==> src/rtl/otpfc_ram.sv <==
// Generic single-write, single-read synchronous RAM with registered read data.
// No dependencies.
module otpfc_ram #(
    parameter int WIDTH = 32,
    parameter int DEPTH = 128
) (
    input  logic                     clk,
    input  logic                     we,
    input  logic [$clog2(DEPTH)-1:0] waddr,
    input  logic [WIDTH-1:0]         wdata,
    input  logic                     re,
    input  logic [$clog2(DEPTH)-1:0] raddr,
    output logic [WIDTH-1:0]         rdata
);

    logic [WIDTH-1:0] mem [DEPTH];
    logic [WIDTH-1:0] rdata_reg;

    always_ff @(posedge clk)
    begin
        if (we)
        begin
            mem[waddr] <= wdata;
        end
        if (re)
        begin
            rdata_reg <= mem[raddr];
        end
    end

    assign rdata = rdata_reg;

endmodule

==> config.mk <==
export PLATFORM = sky130hd
export DESIGN_NAME = otpfc_ram
export DESIGN_NICKNAME = d
export VERILOG_FILES = /design/src/rtl/otpfc_ram.sv
export SDC_FILE = /design/constraint.sdc
export NUM_CORES = 2
export LEC_CHECK = 0
export BUFFER_PORTS_ARGS = -buffer_cell sky130_fd_sc_hd__buf_2
export CAP_MARGIN = 0
export CORE_MARGIN = 10
export CORE_UTILIZATION = 40
export CTS_BUF_LIST = sky130_fd_sc_hd__clkbuf_8
export DETAILED_ROUTE_END_ITERATION = 10
export MAX_ROUTING_LAYER = met4
export PLACE_DENSITY = 0.65
export SYNTH_ARGS = -nofsm -noshare
export SYNTH_HDL_FRONTEND = slang
export SYNTH_SLANG_ARGS = --single-unit
==> constraint.sdc <==
create_clock -name clk -period 3.2 [get_ports clk]
set_input_delay 0.16 -clock clk [delete_from_list [all_inputs] [get_ports clk]]
set_output_delay 0.16 -clock clk [all_outputs]
set_load 0.1 [all_outputs]
# Word-level counts from Yosys, hierarchy flattened
# Memories as Yosys holds them, arrays and structs flattened. A register that Yosys moved wholly into a read port is not among the register bits.
# Index checks and enable logic that the tools add are counted.
# W data, S select, Z words.
totals:
  ff_bits: 0
  ram_bits: 4096
  input_bits: 49
  output_inout_bits: 32
  n_memories: 1
mem_list:
  columns: ["memory", "depth", "width", "rd", "rd_ports_with_merged_regs", "wr", "line_no", "source"]
  rows:
  - ["mem", 128, 32, 1, 1, 1, "16", "logic [WIDTH-1:0] mem [DEPTH];"]
op_classes:
  n_mux: 2
ops:
  columns: ["operator", "count"]
  rows:
  - ["$mux W1", 2]

# Logic depth before layout (Yosys ltp)
depth:
  word_depth: 2
  mapped_depth: 8
  depth_no_buf: 4

# Least setup slack after synthesis
# OpenSTA, ideal clock, no wires.
synth_timing:
  path_kind: "input port to flip-flop"
  from: "in we"
  to: "mem mem[98][0], enable pin"
  setup_ps: 461
  t_arrival_ps: 2938
  required_ps: 2739
  setup_slack_ps: -199
  cell_stages: 3
  n_path_buf: 1
  path_cell_list: "clkbuf_1 -> nand4_1 -> nor3_1"
synth_between:
  elab_chain_cells: 2
synth_lines:
  columns: ["item", "line_no", "source"]
  rows:
  - ["from (decl)", "8", "input logic we,"]
  - ["$mux W1", "21", "if (we)"]
  - ["$mux W1 (implied by the code)", "23", "mem[waddr] <= wdata;"]
  - ["to (decl)", "16", null]
# No other way between the ends.

# Worst setup path in the final report
layout_timing:
  from: "in waddr[2]"
  to: "mem mem[105][1], enable pin"
layout_rtl:
  columns: ["item", "line_no", "source"]
  rows:
  - ["from (decl)", "9", "input logic [$clog2(DEPTH)-1:0] waddr,"]
# Straight into the memory's write port.

==> results by group <==
STA
  – Worst clock skew: 0.08324 ns
  – Crit share post-route: 0.9111
  – Final hold vios: 0
  – Final setup vio count: 0
  – Post-route minimum period: 2.915 ns
  – Final Max Tran Viols: 0
  – Worst-Margin Slew: 1.352 ns
  – Slew margin rel.: 0.09899
  – Highest clock rate: 0.3430 GHz
  – RSZ-0062 raised after global routing: no

Die
  – Starting Density: 0.4022
  – Die Footprint: 416900 sq um
  – Num rows: 229
  – Placeable Area: 389400 sq um
  – # IOs: 81
  – Die width: 645.7 um
  – Die height: 645.7 um

Cells and area
  – Cell Count, Final, Fillers Out: 12650
  – Area grow syn2layout: 16.29%
  – Final nets: 6996
  – Share of layout cells above drive strength 1: 0.3843
  – Max reg flops: 4096
  – # fillers: 30970
  – Fin util: 0.4677
  – Final instance area: 182100 sq um

Drt
  – Post-route ant nets: 0
  – Final WL: 432900 um
  – Vias: 74690
  – Pre-antenna DRT Iters: 5
  – DRC Markers: 0
  – Starting DRT DRC Count: 11380
  – Wire per inst: 34.22 um
  – Routed vias/inst: 5.905

Critical path
  – Crit Reg-Reg Startpoint: mem[63][20]$_DFFE_PP_
  – Path depth of the worst reg2reg path: 4
  – Worst setup startpoint: waddr[2]
  – R2R Setup Slk: 0.38 ns
  – Worst-path fanout max: 25
  – CP Launch Type: input port
  – R2r endpoint: rdata[20]$_DFFE_PP_
  – Nature of the critical path endpoint: register
  – Crit path required time: 4.07 ns
  – Worst EP arrival: 3.78 ns
  – Kind of critical path: input port to register

Global routing
  – GRT Total Usage: 0.2105
  – First-pass GRT wire length: 602300 um
  – Vias in the first global route: 75320
  – GR Overflow Total: 0
  – Initial antenna violation count: 53
  – Pin count of the biggest net entering global routing: 129

Yosys
  – Commonest cells post-synth: edfxtp_1 (4128), mux4_2 (1344), clkbuf_1 (182)
  – Post-synth EDFFs: 4128
  – Syn Inst Count: 5990
  – Top FF cell, synth: edfxtp_1
  – Sequential share of the synthesized area: 0.7916
  – Yosys reg bits: 4128
  – Synth top area share: 0.7916
  – Distinct cells, synth: 16
  – Post-Syn Nets: 6039
  – Synth top area cells: edfxtp_1 (79%), mux4_2 (19%), clkbuf_1 (0.44%)
  – Post-Syn Area: 156600 sq um
  – Area leader, netlist: edfxtp_1
  – Top-count cell post-synth: edfxtp_1
  – Syn Area/Cell: 26.14 sq um
  – Synthesis warning total: 0
  – Ys async rst share: 0

Hold path
  – Hold Path Sink: mem[122][3]$_DFFE_PP_
  – Hold Crit Start: wdata[3]
  – Hold Crit Depth: 2
  – Hold WC Path Type: input port to register

Clocking
  – H-tree depth: 6
  – Clock latency on the worst-skew pair: 1.23 ns
  – CTS tree: done
  – CTS buffer count: 631
  – CTS Root Cell: clkbuf_8
  – Post-CTS Repair Setup Buffers: 0
  – Worst-path clk slew: 0.06 ns
  – # clock sinks: 4128
  – Clk buf depth: 4

Power
  – Pwr/cell area: 585.1 nW/um^2
  – Lkg Pwr: 0.05645 uW
  – Design Power: 106500 uW
  – Peak VDD IR: 0.4677 mV

Run status
  – Outcome: finished, final reports clean

Job
  – Max_cap viols: 0

Placement
  – Cell count after placement: 11460
  – Placed inst area: 170200 sq um
  – DPL Wire Length: 245600 um
  – Port Buffer Count: 80
  – RePlAce Congestion: 0.8274
[area by class of cell]
type	instances	area, sq um	area share
multi-input cells	1546	32330	0.1775
diodes	36	90.09	0.0004947
clock buffers	644	8864	0.04867
clock inverters	458	2364	0.01298
flip-flops and latches	4128	124000	0.6807
well taps	5197	6502	0.03571
repair buffers	640	8001	0.04394
[worst max-delay path, stage by stage]
cell	delay, ns
dlygate4sd3_1	0.67
buf_2	0.24
nor2_1	0.10
dlygate4sd3_1	0.63
nand3_2	0.35
dlygate4sd3_1	0.89
nor2_4	0.38
buf_12	0.28
[how the worst max path moves through the flow]
stage | end | slack, ns
final | mem[105][1]$_DFFE_PP_ | 0.28
after detailed placement | rdata[14]$_DFFE_PP_ | -0.32
after CTS | rdata[2] | 0.34
after global placement | rdata[16]$_DFFE_PP_ | -0.30
after floorplan | mem[98][0]$_DFFE_PP_ | -0.20
after global routing | mem[105][1]$_DFFE_PP_ | 0.26
[report_power, final]
group          internal, uW  total, uW  switching [uW]
clock network         19600      40000           20400
registers             59800      60000             210
logic                  2560       6570            4000
[timing repair]
action / in CTS / in global routing
hold buffers: 54 / 0
resized for setup: 0 / 0
endpoints found under the hold margin: 5954 / 0
[metrics by stage]
step	worst slack, ns	setup TNS [ns]	hold WS (ns)
final	0.2846	0	0.08238
after global routing	0.2641	0	0.09597
after CTS	0.3444	0	0.006966
after detailed placement	-0.3162	-5.728	0.7170
after global placement	-0.3034	-5.612	0.7008
after floorplan	-0.1986	-17.91	0.2589
[layer usage]
layer | share of wire | global-route usage | vias up
met5 | 0 | - | -
met3 | 0.098 | 0.03617 | 744
met2 | 0.48 | 0.3271 | 4565
li1 | - | - | 28490
met1 | 0.38 | 0.2806 | 40890
met4 | 0.042 | 0.08035 | 0
[layout by cell type (no fill, tap or decap), types with 4 or more instances in the layout]
cell,count
inv_6,13
nor2b_1,7
buf_2,40
mux4_2,1344
bufinv_16,11
clkinv_1,164
buf_4,293
nand2_1,11
clkinv_2,48
diode_2,36
dlygate4sd3_1,52
nand3_2,4
nand3_1,8
clkinv_8,6
nor2_4,119
mux2_2,32
buf_12,251
inv_1,187
nor3_4,6
inv_8,12
edfxtp_1,4128
clkinvlp_4,16
clkbuf_8,644
[cells by family after synthesis]
kind of cell           Yosys count  share of synthesized area
buffers and inverters          316                   0.008373
DFF                           4128                     0.7916
muxes                         1376                     0.1956
and+or+nand+nor                170                   0.004450
No activity file was read; power rests on OpenSTA's default activity.
