$ cat src/rtl/otpfc_pkg.sv
// Package for the fuse controller: beat types, bus register codes and constants.
// No dependencies; every other file but the RAM imports it.
package otpfc_pkg;

    typedef struct packed {
        logic [1:0]  command;
        logic [11:0] bus_offset;
        logic [31:0] write_data;
    } req_t;

    typedef struct packed {
        logic [31:0] read_data;
        logic        busy_res;
        logic        error;
    } rsp_t;

    typedef struct packed {
        logic       hit;
        logic [6:0] idx;
    } slot_t;

    typedef enum logic [1:0] {
        ST_IDLE = 2'b01,
        ST_EXEC = 2'b10
    } state_t;

    localparam logic [1:0] CMD_TICK  = 2'd0;
    localparam logic [1:0] CMD_READ  = 2'd1;
    localparam logic [1:0] CMD_WRITE = 2'd2;
    localparam logic [1:0] CMD_NONE  = 2'd3;

    localparam logic [1:0] LAYOUT_BANKED = 2'd0;
    localparam logic [1:0] LAYOUT_LINEAR = 2'd1;
    localparam logic [1:0] LAYOUT_ALIAS  = 2'd2;
    localparam logic [1:0] LAYOUT_RSVD   = 2'd3;

    localparam logic [9:0] REG_CTRL      = 10'h000;
    localparam logic [9:0] REG_CTRL_SET  = 10'h001;
    localparam logic [9:0] REG_CTRL_CLR  = 10'h002;
    localparam logic [9:0] REG_TIMING    = 10'h004;
    localparam logic [9:0] REG_DATA      = 10'h008;
    localparam logic [9:0] REG_READ_CTRL = 10'h00C;
    localparam logic [9:0] REG_FUSE_DATA = 10'h010;

    localparam logic [2:0] CFG_ADDR_LAYOUT = 3'd0;

    localparam int BIT_BUSY   = 8;
    localparam int BIT_ERROR  = 9;
    localparam int BIT_RELOAD = 10;
    localparam int BIT_SENSE  = 0;

    localparam logic [15:0] UNLOCK_KEY    = 16'h3E77;
    localparam logic [7:0]  BANK_LAST     = 8'h2F;
    localparam logic [7:0]  BANK_GAP_SLOT = 8'h10;
    localparam logic [7:0]  SHADOW_SLOT0  = 8'h40;
    localparam logic [7:0]  ALIAS_SLOT    = 8'h45;
    localparam logic [7:0]  ALIAS_WORD    = 8'h04;

endpackage

$ cat src/rtl/otpfc_decode.sv
// Shadow window decoder: maps a bus offset to a shadow word index per layout.
// Depends on otpfc_pkg.
module otpfc_decode import otpfc_pkg::*; #(
    parameter int FUSE_WORDS = 128
) (
    input  logic [11:0] bus_offset,
    input  logic [1:0]  layout,
    output slot_t       slot
);

    localparam logic [7:0] FUSE_WORDS_W = 8'(FUSE_WORDS);

    logic [7:0] win;
    logic [7:0] idx;
    logic       in_gap;

    always_comb
    begin
        win    = 8'(bus_offset[11:4] - SHADOW_SLOT0);
        idx    = win;
        in_gap = 1'b0;
        if (layout != LAYOUT_LINEAR)
        begin
            if (layout == LAYOUT_ALIAS && bus_offset[11:4] == ALIAS_SLOT)
            begin
                idx = ALIAS_WORD;
            end
            else if (win <= BANK_LAST)
            begin
                idx = win;
            end
            else if (win < 8'(BANK_LAST + 8'd1 + BANK_GAP_SLOT))
            begin
                in_gap = 1'b1;
            end
            else
            begin
                idx = 8'(win - BANK_GAP_SLOT);
            end
        end
        slot.hit = (bus_offset[11:10] != 2'b00) && !in_gap && (idx < FUSE_WORDS_W);
        slot.idx = idx[6:0];
    end

endmodule

$ cat src/rtl/otpfc_ctrl.sv
// Sequencer for the fuse controller: register file, read-modify-write of the fuse RAM,
// shadow RAM writes, response register. Depends on otpfc_pkg and otpfc_decode.
module otpfc_ctrl import otpfc_pkg::*; #(
    parameter int FUSE_WORDS = 128
) (
    input  logic                          clk,
    input  logic                          rst_n,
    input  logic                          req_valid,
    output logic                          req_stall,
    input  req_t                          req,
    output logic                          rsp_valid,
    input  logic                          rsp_stall,
    output rsp_t                          rsp,
    input  logic [1:0]                    layout,
    output logic                          fuse_we,
    output logic [$clog2(FUSE_WORDS)-1:0] fuse_waddr,
    output logic [31:0]                   fuse_wdata,
    output logic                          fuse_re,
    output logic [$clog2(FUSE_WORDS)-1:0] fuse_raddr,
    input  logic [31:0]                   fuse_rdata,
    output logic                          shad_we,
    output logic [$clog2(FUSE_WORDS)-1:0] shad_waddr,
    output logic [31:0]                   shad_wdata,
    output logic                          shad_re,
    output logic [$clog2(FUSE_WORDS)-1:0] shad_raddr,
    input  logic [31:0]                   shad_rdata
);

    localparam int AW = $clog2(FUSE_WORDS);
    localparam logic [7:0]    FUSE_WORDS_W = 8'(FUSE_WORDS);
    localparam logic [AW-1:0] LAST_WORD    = AW'(FUSE_WORDS - 1);

    state_t            state_reg, state_next;
    req_t              item_reg, item_next;
    slot_t             slot_reg, slot_next;
    slot_t             slot_in;
    logic              fuse_vq_reg, fuse_vq_next;
    logic              shad_vq_reg, shad_vq_next;
    logic [FUSE_WORDS-1:0] fuse_valid_reg, fuse_valid_next;
    logic [FUSE_WORDS-1:0] shad_valid_reg, shad_valid_next;
    logic [6:0]        addr_reg, addr_next;
    logic [15:0]       unlock_reg, unlock_next;
    logic              busy_reg, busy_next;
    logic              error_reg, error_next;
    logic              reload_reg, reload_next;
    logic [21:0]       timing_reg, timing_next;
    logic [31:0]       sensed_reg, sensed_next;
    logic [11:0]       count_reg, count_next;
    logic [AW-1:0]     rl_idx_reg, rl_idx_next;
    logic              rsp_valid_reg, rsp_valid_next;
    rsp_t              rsp_reg, rsp_next;

    logic              accept;
    logic              fire;
    logic [31:0]       ctrl_word;
    logic              addr_ok;
    logic [31:0]       fuse_word;
    logic [9:0]        reg_idx;
    logic              ctrl_wr;
    logic              ctrl_req;
    logic [31:0]       ctrl_v;
    logic [11:0]       count_dec;
    logic [31:0]       rd_data;

    otpfc_decode #(
        .FUSE_WORDS (FUSE_WORDS)
    ) u_decode (
        .bus_offset (req.bus_offset),
        .layout     (layout),
        .slot       (slot_in)
    );

    assign accept    = (state_reg == ST_IDLE) && req_valid;
    assign fire      = (state_reg == ST_EXEC) && !(rsp_valid_reg && rsp_stall);
    assign req_stall = (state_reg != ST_IDLE);
    assign rsp_valid = rsp_valid_reg;
    assign rsp       = rsp_reg;

    assign fuse_re    = accept;
    assign fuse_raddr = (busy_reg && reload_reg) ? rl_idx_reg : addr_reg[AW-1:0];
    assign shad_re    = accept;
    assign shad_raddr = slot_in.idx[AW-1:0];

    assign ctrl_word = {unlock_reg, 5'b0, reload_reg, error_reg, busy_reg, 1'b0, addr_reg};
    assign addr_ok   = ({1'b0, addr_reg} < FUSE_WORDS_W);
    assign fuse_word = fuse_vq_reg ? fuse_rdata : 32'h0;
    assign reg_idx   = item_reg.bus_offset[11:2];
    assign count_dec = (count_reg != 12'h000) ? 12'(count_reg - 12'h001) : count_reg;

    always_comb
    begin
        state_next      = state_reg;
        item_next       = item_reg;
        slot_next       = slot_reg;
        fuse_vq_next    = fuse_vq_reg;
        shad_vq_next    = shad_vq_reg;
        fuse_valid_next = fuse_valid_reg;
        shad_valid_next = shad_valid_reg;
        addr_next       = addr_reg;
        unlock_next     = unlock_reg;
        busy_next       = busy_reg;
        error_next      = error_reg;
        reload_next     = reload_reg;
        timing_next     = timing_reg;
        sensed_next     = sensed_reg;
        count_next      = count_reg;
        rl_idx_next     = rl_idx_reg;
        rsp_next        = rsp_reg;
        rsp_valid_next  = rsp_valid_reg && rsp_stall;
        fuse_we         = 1'b0;
        fuse_waddr      = addr_reg[AW-1:0];
        fuse_wdata      = fuse_word | item_reg.write_data;
        shad_we         = 1'b0;
        shad_waddr      = slot_reg.idx[AW-1:0];
        shad_wdata      = item_reg.write_data;
        ctrl_wr         = 1'b0;
        ctrl_req        = 1'b0;
        ctrl_v          = 32'h0;
        rd_data         = 32'h0;

        case (state_reg)
            ST_IDLE:
            begin
                if (accept)
                begin
                    item_next    = req;
                    slot_next    = slot_in;
                    fuse_vq_next = fuse_valid_reg[fuse_raddr];
                    shad_vq_next = shad_valid_reg[shad_raddr];
                    state_next   = ST_EXEC;
                end
            end
            ST_EXEC:
            begin
                if (fire)
                begin
                    state_next = ST_IDLE;
                    case (item_reg.command)
                        CMD_TICK:
                        begin
                            if (busy_reg && reload_reg)
                            begin
                                shad_we    = 1'b1;
                                shad_waddr = rl_idx_reg;
                                shad_wdata = fuse_word;
                                if (rl_idx_reg == LAST_WORD)
                                begin
                                    reload_next = 1'b0;
                                    busy_next   = 1'b0;
                                    rl_idx_next = '0;
                                end
                                else
                                begin
                                    rl_idx_next = AW'(rl_idx_reg + 1'b1);
                                end
                            end
                            else if (busy_reg)
                            begin
                                count_next = count_dec;
                                if (count_dec == 12'h000)
                                begin
                                    busy_next = 1'b0;
                                end
                            end
                        end
                        CMD_READ:
                        begin
                            if (item_reg.bus_offset[11:10] != 2'b00)
                            begin
                                rd_data = (slot_reg.hit && shad_vq_reg) ? shad_rdata : 32'h0;
                            end
                            else if (reg_idx inside {REG_CTRL, REG_CTRL_SET, REG_CTRL_CLR})
                            begin
                                rd_data = ctrl_word;
                            end
                            else if (reg_idx == REG_TIMING)
                            begin
                                rd_data = {10'b0, timing_reg};
                            end
                            else if (reg_idx == REG_FUSE_DATA)
                            begin
                                rd_data = sensed_reg;
                            end
                        end
                        CMD_WRITE:
                        begin
                            if (item_reg.bus_offset[11:10] != 2'b00)
                            begin
                                shad_we = slot_reg.hit;
                            end
                            else
                            begin
                                case (reg_idx)
                                    REG_CTRL:
                                    begin
                                        ctrl_wr  = 1'b1;
                                        ctrl_v   = item_reg.write_data;
                                        ctrl_req = item_reg.write_data[BIT_RELOAD];
                                    end
                                    REG_CTRL_SET:
                                    begin
                                        ctrl_wr  = 1'b1;
                                        ctrl_v   = ctrl_word | item_reg.write_data;
                                        ctrl_req = item_reg.write_data[BIT_RELOAD];
                                    end
                                    REG_CTRL_CLR:
                                    begin
                                        ctrl_wr = 1'b1;
                                        ctrl_v  = ctrl_word & ~item_reg.write_data;
                                    end
                                    REG_TIMING:
                                    begin
                                        timing_next = item_reg.write_data[21:0];
                                    end
                                    REG_DATA:
                                    begin
                                        if (busy_reg || unlock_reg != UNLOCK_KEY || !addr_ok)
                                        begin
                                            error_next = 1'b1;
                                        end
                                        else
                                        begin
                                            fuse_we     = 1'b1;
                                            unlock_next = 16'h0;
                                            busy_next   = 1'b1;
                                            count_next  = timing_reg[11:0];
                                        end
                                    end
                                    REG_READ_CTRL:
                                    begin
                                        if (item_reg.write_data[BIT_SENSE])
                                        begin
                                            if (busy_reg || !addr_ok)
                                            begin
                                                error_next = 1'b1;
                                            end
                                            else
                                            begin
                                                sensed_next = fuse_word;
                                                busy_next   = 1'b1;
                                                count_next  = {6'b0, timing_reg[21:16]};
                                            end
                                        end
                                    end
                                    default:
                                    begin
                                    end
                                endcase
                            end
                        end
                        default:
                        begin
                        end
                    endcase

                    if (ctrl_wr)
                    begin
                        addr_next   = ctrl_v[6:0];
                        unlock_next = ctrl_v[31:16];
                        error_next  = ctrl_v[BIT_ERROR];
                        if (ctrl_req)
                        begin
                            if (busy_reg)
                            begin
                                error_next = 1'b1;
                            end
                            else
                            begin
                                reload_next = 1'b1;
                                rl_idx_next = '0;
                                busy_next   = 1'b1;
                                count_next  = 12'h000;
                            end
                        end
                    end

                    if (fuse_we)
                    begin
                        fuse_valid_next[fuse_waddr] = 1'b1;
                    end
                    if (shad_we)
                    begin
                        shad_valid_next[shad_waddr] = 1'b1;
                    end

                    rsp_valid_next = 1'b1;
                    if (item_reg.command == CMD_NONE)
                    begin
                        rsp_next = '0;
                    end
                    else
                    begin
                        rsp_next.read_data = rd_data;
                        rsp_next.busy_res  = busy_next;
                        rsp_next.error     = error_next;
                    end
                end
            end
            default:
            begin
                state_next = ST_IDLE;
            end
        endcase
    end

    always_ff @(posedge clk or negedge rst_n)
    begin
        if (!rst_n)
        begin
            state_reg      <= ST_IDLE;
            fuse_valid_reg <= '0;
            shad_valid_reg <= '0;
            addr_reg       <= '0;
            unlock_reg     <= '0;
            busy_reg       <= 1'b0;
            error_reg      <= 1'b0;
            reload_reg     <= 1'b0;
            timing_reg     <= '0;
            sensed_reg     <= '0;
            count_reg      <= '0;
            rl_idx_reg     <= '0;
            rsp_valid_reg  <= 1'b0;
        end
        else
        begin
            state_reg      <= state_next;
            fuse_valid_reg <= fuse_valid_next;
            shad_valid_reg <= shad_valid_next;
            addr_reg       <= addr_next;
            unlock_reg     <= unlock_next;
            busy_reg       <= busy_next;
            error_reg      <= error_next;
            reload_reg     <= reload_next;
            timing_reg     <= timing_next;
            sensed_reg     <= sensed_next;
            count_reg      <= count_next;
            rl_idx_reg     <= rl_idx_next;
            rsp_valid_reg  <= rsp_valid_next;
        end
    end

    always_ff @(posedge clk)
    begin
        item_reg    <= item_next;
        slot_reg    <= slot_next;
        fuse_vq_reg <= fuse_vq_next;
        shad_vq_reg <= shad_vq_next;
        rsp_reg     <= rsp_next;
    end

endmodule

$ cat config.mk
export PLATFORM = sky130hd
export DESIGN_NAME = otpfc_ctrl
export DESIGN_NICKNAME = d
export VERILOG_FILES = /design/src/rtl/otpfc_pkg.sv /design/src/rtl/otpfc_decode.sv /design/src/rtl/otpfc_ctrl.sv
export SDC_FILE = /design/constraint.sdc
export NUM_CORES = 1
export LEC_CHECK = 0
export BUFFER_PORTS_ARGS = -buffer_cell sky130_fd_sc_hd__buf_4
export CORE_UTILIZATION = 30
export CTS_BUF_LIST = sky130_fd_sc_hd__clkbuf_2 sky130_fd_sc_hd__clkbuf_4 sky130_fd_sc_hd__clkbuf_8
export DETAILED_ROUTE_END_ITERATION = 8
export HOLD_SLACK_MARGIN = 0.08
export MAX_ROUTING_LAYER = met4
export PLACE_DENSITY = 0.57
export SYNTH_ARGS = -nofsm -noshare
export SYNTH_HDL_FRONTEND = slang
export SYNTH_SLANG_ARGS = --single-unit
$ cat constraint.sdc
create_clock -name clk -period 4.6 [get_ports clk]
set_clock_uncertainty 0.05 [all_clocks]
set_input_delay 0.46 -clock clk [delete_from_list [all_inputs] [get_ports clk]]
set_output_delay 0.46 -clock clk [all_outputs]
set_load 0.02 [all_outputs]
== Yosys cells after proc, flatten, opt, wreduce, memory -nomap -nowiden ==
Index checks and enable logic that the tools add are counted.

* $add $sub $neg: 4
* Reduce and logical (&&, ||, !) cells: 34
* Magnitude comparators: 9
* Bitwise logic cells: 9
* Mux-type cells: 116
* Equality and inequality tests: 21

{| class="wikitable"
|+ Operators with widths
! kind !! number
|-
| 32-bit 2-to-1 mux || 12
|-
| 128-bit bitwise OR || 2
|-
| 12-bit 2-to-1 mux || 10
|-
| 32-bit one-hot mux with 3 select lines || 1
|-
| 7-bit 2-to-1 mux || 13
|-
| 16-bit 2-to-1 mux || 5
|-
| 32-bit bitwise OR || 2
|-
| 1-bit 2-to-1 mux || 58
|-
| 12-bit one-hot mux with 2 select lines || 2
|-
| 32-bit bitwise AND || 1
|-
| 7-bit by 8-bit less-than comparator with 1-bit output, second input constant || 4
|-
| 8-bit 2-to-1 mux || 4
|-
| 32-bit NOT || 1
|-
| 10-bit by 4-bit == test with 1-bit output, second input constant || 2
|-
| 16-bit by 14-bit != test with 1-bit output, second input constant || 1
|-
| 1-bit binary-select mux with 7-bit select || 2
|-
| 1-bit demux with 7-bit select || 2
|-
| 7-bit by 1-bit >= comparator with 1-bit output, second input constant || 2
|-
| 12-bit logical NOT || 1
|-
| 12-bit nonzero test || 1
|-
| 12-bit by 1-bit subtractor with 12-bit output, second input constant || 1
|-
| 10-bit by 1-bit == test with 1-bit output, second input constant || 1
|-
| 10-bit by 2-bit == test with 1-bit output, second input constant || 1
|-
| 10-bit by 3-bit == test with 1-bit output, second input constant || 1
|-
| other kinds (31) || 63
|}

* Input bits: 116
* Output and inout bits: 132
* Register bits after elaboration: 448

== Logic depth before layout (Yosys ltp) ==
* Depth after elaboration: 10
* Mapped depth: 13
* Mapped depth without buffers: 11

== By module ==
A second synthesis with hierarchy kept.

* Cells, all modules: 1859
* Area, all modules: 20876.3 sq um

{| class="wikitable"
|+ By module, submodules not included
! module !! cells each !! area an instance (sq um) !! times used !! sequential area each (sq um)
|-
| otpfc_ctrl || 1823 || 20598.5 || 1 || 11602.4
|-
| otpfc_decode || 36 || 277.8 || 1 || 0.0
|}

== Least setup slack after synthesis ==
Ideal clock, no wire load.

* Kind: reg-to-output
* Start point: register state_reg[0]
* End point: output port shad_re
* Buffers on the path: 1
* Required time: 4090 ps
* Stages on the path, launching flop included: 4
* Arrival: 3587 ps
* Slack: 503 ps
* Path through: dfstp_2 -> nand2_1 -> nor2_1 -> buf_4

* Cells in the longest elaborated chain, start to end: 2

{| class="wikitable"
|+ RTL lines
! element !! RTL line !! source
|-
| start: declaration || otpfc_ctrl.sv:33 || <nowiki>state_t state_reg, state_next;</nowiki>
|-
| start signal: assignment || otpfc_ctrl.sv:326 || <nowiki>state_reg <= state_next;</nowiki>
|-
| 2-bit by 1-bit == test with 1-bit output || otpfc_ctrl.sv:73 || <nowiki>assign accept = (state_reg == ST_IDLE) && req_valid;</nowiki>
|-
| 1-bit logical AND || otpfc_ctrl.sv:73 ||
|-
| end: declaration || otpfc_ctrl.sv:24 || <nowiki>output logic shad_re,</nowiki>
|}

No other way between the ends.

== Worst setup path in the final report ==
* Start point: register state_reg[1]
* End point: output port shad_wdata[20]

* Cells in the longest elaborated chain, start to end: 4

{| class="wikitable"
|+ RTL lines
! element !! RTL line !! source
|-
| 2-bit == test * || otpfc_ctrl.sv:74, otpfc_ctrl.sv:121 ||
|-
| 1-bit logical AND || otpfc_ctrl.sv:74 || <nowiki>assign fire = (state_reg == ST_EXEC) && !(rsp_valid_reg && rsp_stall);</nowiki>
|-
| 32-bit 2-to-1 mux || otpfc_ctrl.sv:135 || <nowiki>if (fire)</nowiki>
|-
| 32-bit 2-to-1 mux * || otpfc_ctrl.sv:121 || <nowiki>case (state_reg)</nowiki>
|-
| end: declaration || otpfc_ctrl.sv:23 || <nowiki>output logic [31:0] shad_wdata,</nowiki>
|}

Mark *: on every way between the ends. The rest lies on a longest branch, timed or not.

==> results.py <==
metrics = {
    "pwr": {
        "vdd_drop_max_mv": 0.206,
        "p_per_area_nw_per_um2": 355,
        "leakagePower_nw": 12.8,
        "power.total_mw": 9.30,
    },
    "place": {
        "portBuffers": 245,
        "dpl_cell_area_sq_um": 23900,
        "dp_slack_ns": 1.37,
        "dp.cells": 3085,
        "gp_congestion": 0.928,
        "hpwl_microns": 45600,
    },
    "timing": {
        "post-route-period-util_pct": 83.1,
        "worst_pin_slew_ns": 1.13,
        "rsz0062_at_grt": "no",
        "finalHoldViolCount": 0,
        "report.final.slew_viol_count": 0,
        "fin_ws_ns": 0.776,
        "fin_crit_ns": 3.82,
        "max_freq_mhz": 261,
        "slew_headroom_pct": 24.8,
        "setup_viol": 0,
        "fin_setup_tns_ns": 0,
    },
    "synth": {
        "synth_ff_type": "dfrtp_1",
        "synth_cells": 2013,
        "async_reset_ff_share_pct": 80.3,
        "muxShareOfSynthArea_pct": 5.28,
        "synth_compound_gate_area_share_pct": 22.6,
        "ys_seq_area_share_pct": 54.9,
        "synthesis.area_sq_um": 21100,
        "synth_top_family_by_area": "compound AO/OA/AOI/OAI gates",
        "synthSimpleGateAreaFrac_pct": 13.0,
        "syn-num-nets": 2139,
        "synth_adder_area_share_pct": 0.592,
        "synth_seq_cells": 446,
        "yosys_warnings": 0,
        "synth_edf_count": 88,
        "yosysUniqueCellTypes": 72,
        "synth_xor_xnor_area_share_pct": 0.331,
        "synth_area_per_cell_sq_um": 10.5,
    },
    "grt": {
        "grt_max_degree": 122,
        "grt_pass1_vias": 17600,
        "track_usage_pct": 19.8,
        "grt_pass1_wl_microns": 106000,
        "grt.overflow.total": 0,
        "antenna_found_initial": 1,
    },
    "floorplanning": {
        "io-pin-count": 248,
        "dieArea_sq_um": 71600,
        "num_rows": 96,
        "start_util_pct": 30.6,
        "die_y_microns": 267,
        "die_w_microns": 267,
        "core_area_sq_um": 69200,
    },
    "clock_tree": {
        "cts-resized-gates": 0,
        "post_cts_buffers": 0,
        "numCtsBuffers": 79,
        "cts_max_level": 3,
        "root_buffer": "clkbuf_8",
        "cts_tree": "built",
        "cts.sinks": 446,
        "clk_path_buf_depth": 3,
        "clk_latency_ns": 0.66,
        "clk_pin_slew_ns": 0.06,
    },
    "job": {
        "cap_violations": 0,
    },
    "worst_setup_path": {
        "critPathLaunchType": "register",
        "r2r_slack_ns": 1.33,
        "critPathArrivalTime_ns": 3.31,
        "endpoint": "shad_wdata[20]",
        "timing.rr.end": "shad_valid_reg[10]$_DFFE_PN0P_",
        "timing.critical_path.fanout_max": 59,
        "ff2ff_path_depth": 7,
        "crit_path_end_kind": "output pin",
        "crit_type": "reg -> out",
        "required_ns": 4.09,
        "startpoint": "state_reg[1]$_DFFE_PN0P_",
        "reg2reg_from": "item_reg[45]$_DFFE_PP_",
    },
    "min_path": {
        "hp-class": "in -> reg",
    },
    "route": {
        "drt_pass1_iterations": 7,
        "wirelength_microns": 69000,
        "drtIter0Drc": 1551,
        "drc": 0,
        "ant_nets": 0,
        "vias": 17500,
        "wl_per_cell_microns": 21.0,
        "viasPerCell": 5.33,
    },
    "cells_and_area": {
        "fin_area_sq_um": 26200,
        "layout_commonest_cell": "dfrtp_1",
        "fin_cells": 3292,
        "layout_common_cells": "dfrtp_1 (357), nand2_1 (293), buf_4 (281), a21o_1 (176), o21ai_0 (126)",
        "layout-drive-gt1-share_pct": 21.5,
        "syn_to_final_growth_pct": 24.0,
        "nets": 2427,
    },
    "run_status": {
        "status": "completed",
    },
}
## worst min-delay path by stage
stage,startpoint,to,slack [ns],depth (start not counted)
final,fuse_rdata[9],sensed_reg[9]$_DFFE_PN0P_,0.12,3
after floorplan,rst_n,busy_reg$_DFFE_PN0P_,0.11,0
after global placement,fuse_valid_reg[97]$_DFFE_PN0P_,fuse_valid_reg[97]$_DFFE_PN0P_,0.38,1
after global routing,fuse_rdata[29],sensed_reg[29]$_DFFE_PN0P_,0.11,3
after CTS,fuse_rdata[4],sensed_reg[4]$_DFFE_PN0P_,0.08,3
after detailed placement,fuse_valid_reg[108]$_DFFE_PN0P_,fuse_valid_reg[108]$_DFFE_PN0P_,0.39,1
## logic make-up after synthesis
logic type                 Yosys count
buffers and inverters              168
adders and majority gates           10
xor gates and xnor gates             8
AOI/OAI and AO/OA                  696
and+or+nand+nor                    583
DFF                                446
muxes                              102
## stage by stage
stage,hold slack [ns],util [%]
2_1_floorplan,0.114,-
3_3_place_gp,0.384,34.6
3_5_place_dp,0.389,34.6
4_1_cts,0.0816,37.9
5_1_grt,0.110,37.9
6_report,0.123,37.9
## final cells by class
| cell class | count | area [sq um] |
|---|---|---|
| inverters | 24 | 90.1 |
| repair buffers | 351 | 2850 |
| fillers | 6869 | 43000 |
| flip-flops and latches | 446 | 11600 |
| well taps | 931 | 1160 |
| clock buffers | 128 | 1530 |
| multi-input cells | 1399 | 8870 |
| diodes | 1 | 2.50 |
| clock inverters | 12 | 116 |
## power by group
group	internal [mW]	switching (mW)
combinational	0.455	0.704
clock	2.17	1.71
sequential	4.14	0.125
## repair_timing
item | 4_1_cts | 5_1_grt
setup endpoints to repair | 0 | 0
endpoints found under the hold margin | 184 | 0
hold buffers | 66 | 0
## critical path, cell delays in order (launching register included)
cell,delay [ns]
dfrtp_1,0.43
nor2b_1,0.16
nand2_1,0.38
inv_2,0.35
nand2_2,0.32
buf_12,0.28
o21ai_0,0.44
buf_4,0.23
## cell usage after synthesis, types with 9 or more instances
master | number | share of area (%)
dfrtp_1 | 357 | 42
nand2_1 | 294 | 5.2
a21o_1 | 176 | 6.2
o21ai_0 | 126 | 3.0
o21bai_1 | 99 | 3.5
a21oi_1 | 98 | 2.3
clkbuf_1 | 96 | 1.7
edfxtp_1 | 88 | 12
nor2_1 | 83 | 1.5
mux2i_1 | 71 | 3.4
nand2b_1 | 49 | 1.4
nand3_1 | 48 | 1.1
a22o_1 | 47 | 1.9
a22oi_1 | 33 | 1.2
buf_2 | 27 | 0.64
mux2_2 | 26 | 1.4
nor3_1 | 21 | 0.50
a31oi_1 | 20 | 0.59
a221oi_1 | 19 | 0.79
inv_1 | 19 | 0.34
o22ai_1 | 12 | 0.35
buf_4 | 11 | 0.39
nor2_2 | 11 | 0.33
ha_1 | 10 | 0.59
nand4_1 | 10 | 0.30
nor2b_1 | 9 | 0.27
o221ai_1 | 9 | 0.37
## per-layer routing
metal / global-route usage [%] / part of all wire, % / vias to the layer above
li1: - / - / 7862
met1: 26.0 / 44 / 8807
met2: 30.6 / 47 / 721
met3: 3.85 / 6.4 / 148
met4: 6.87 / 3.2 / 0
met5: - / 0 / -
No activity file was read; power rests on OpenSTA's default activity.
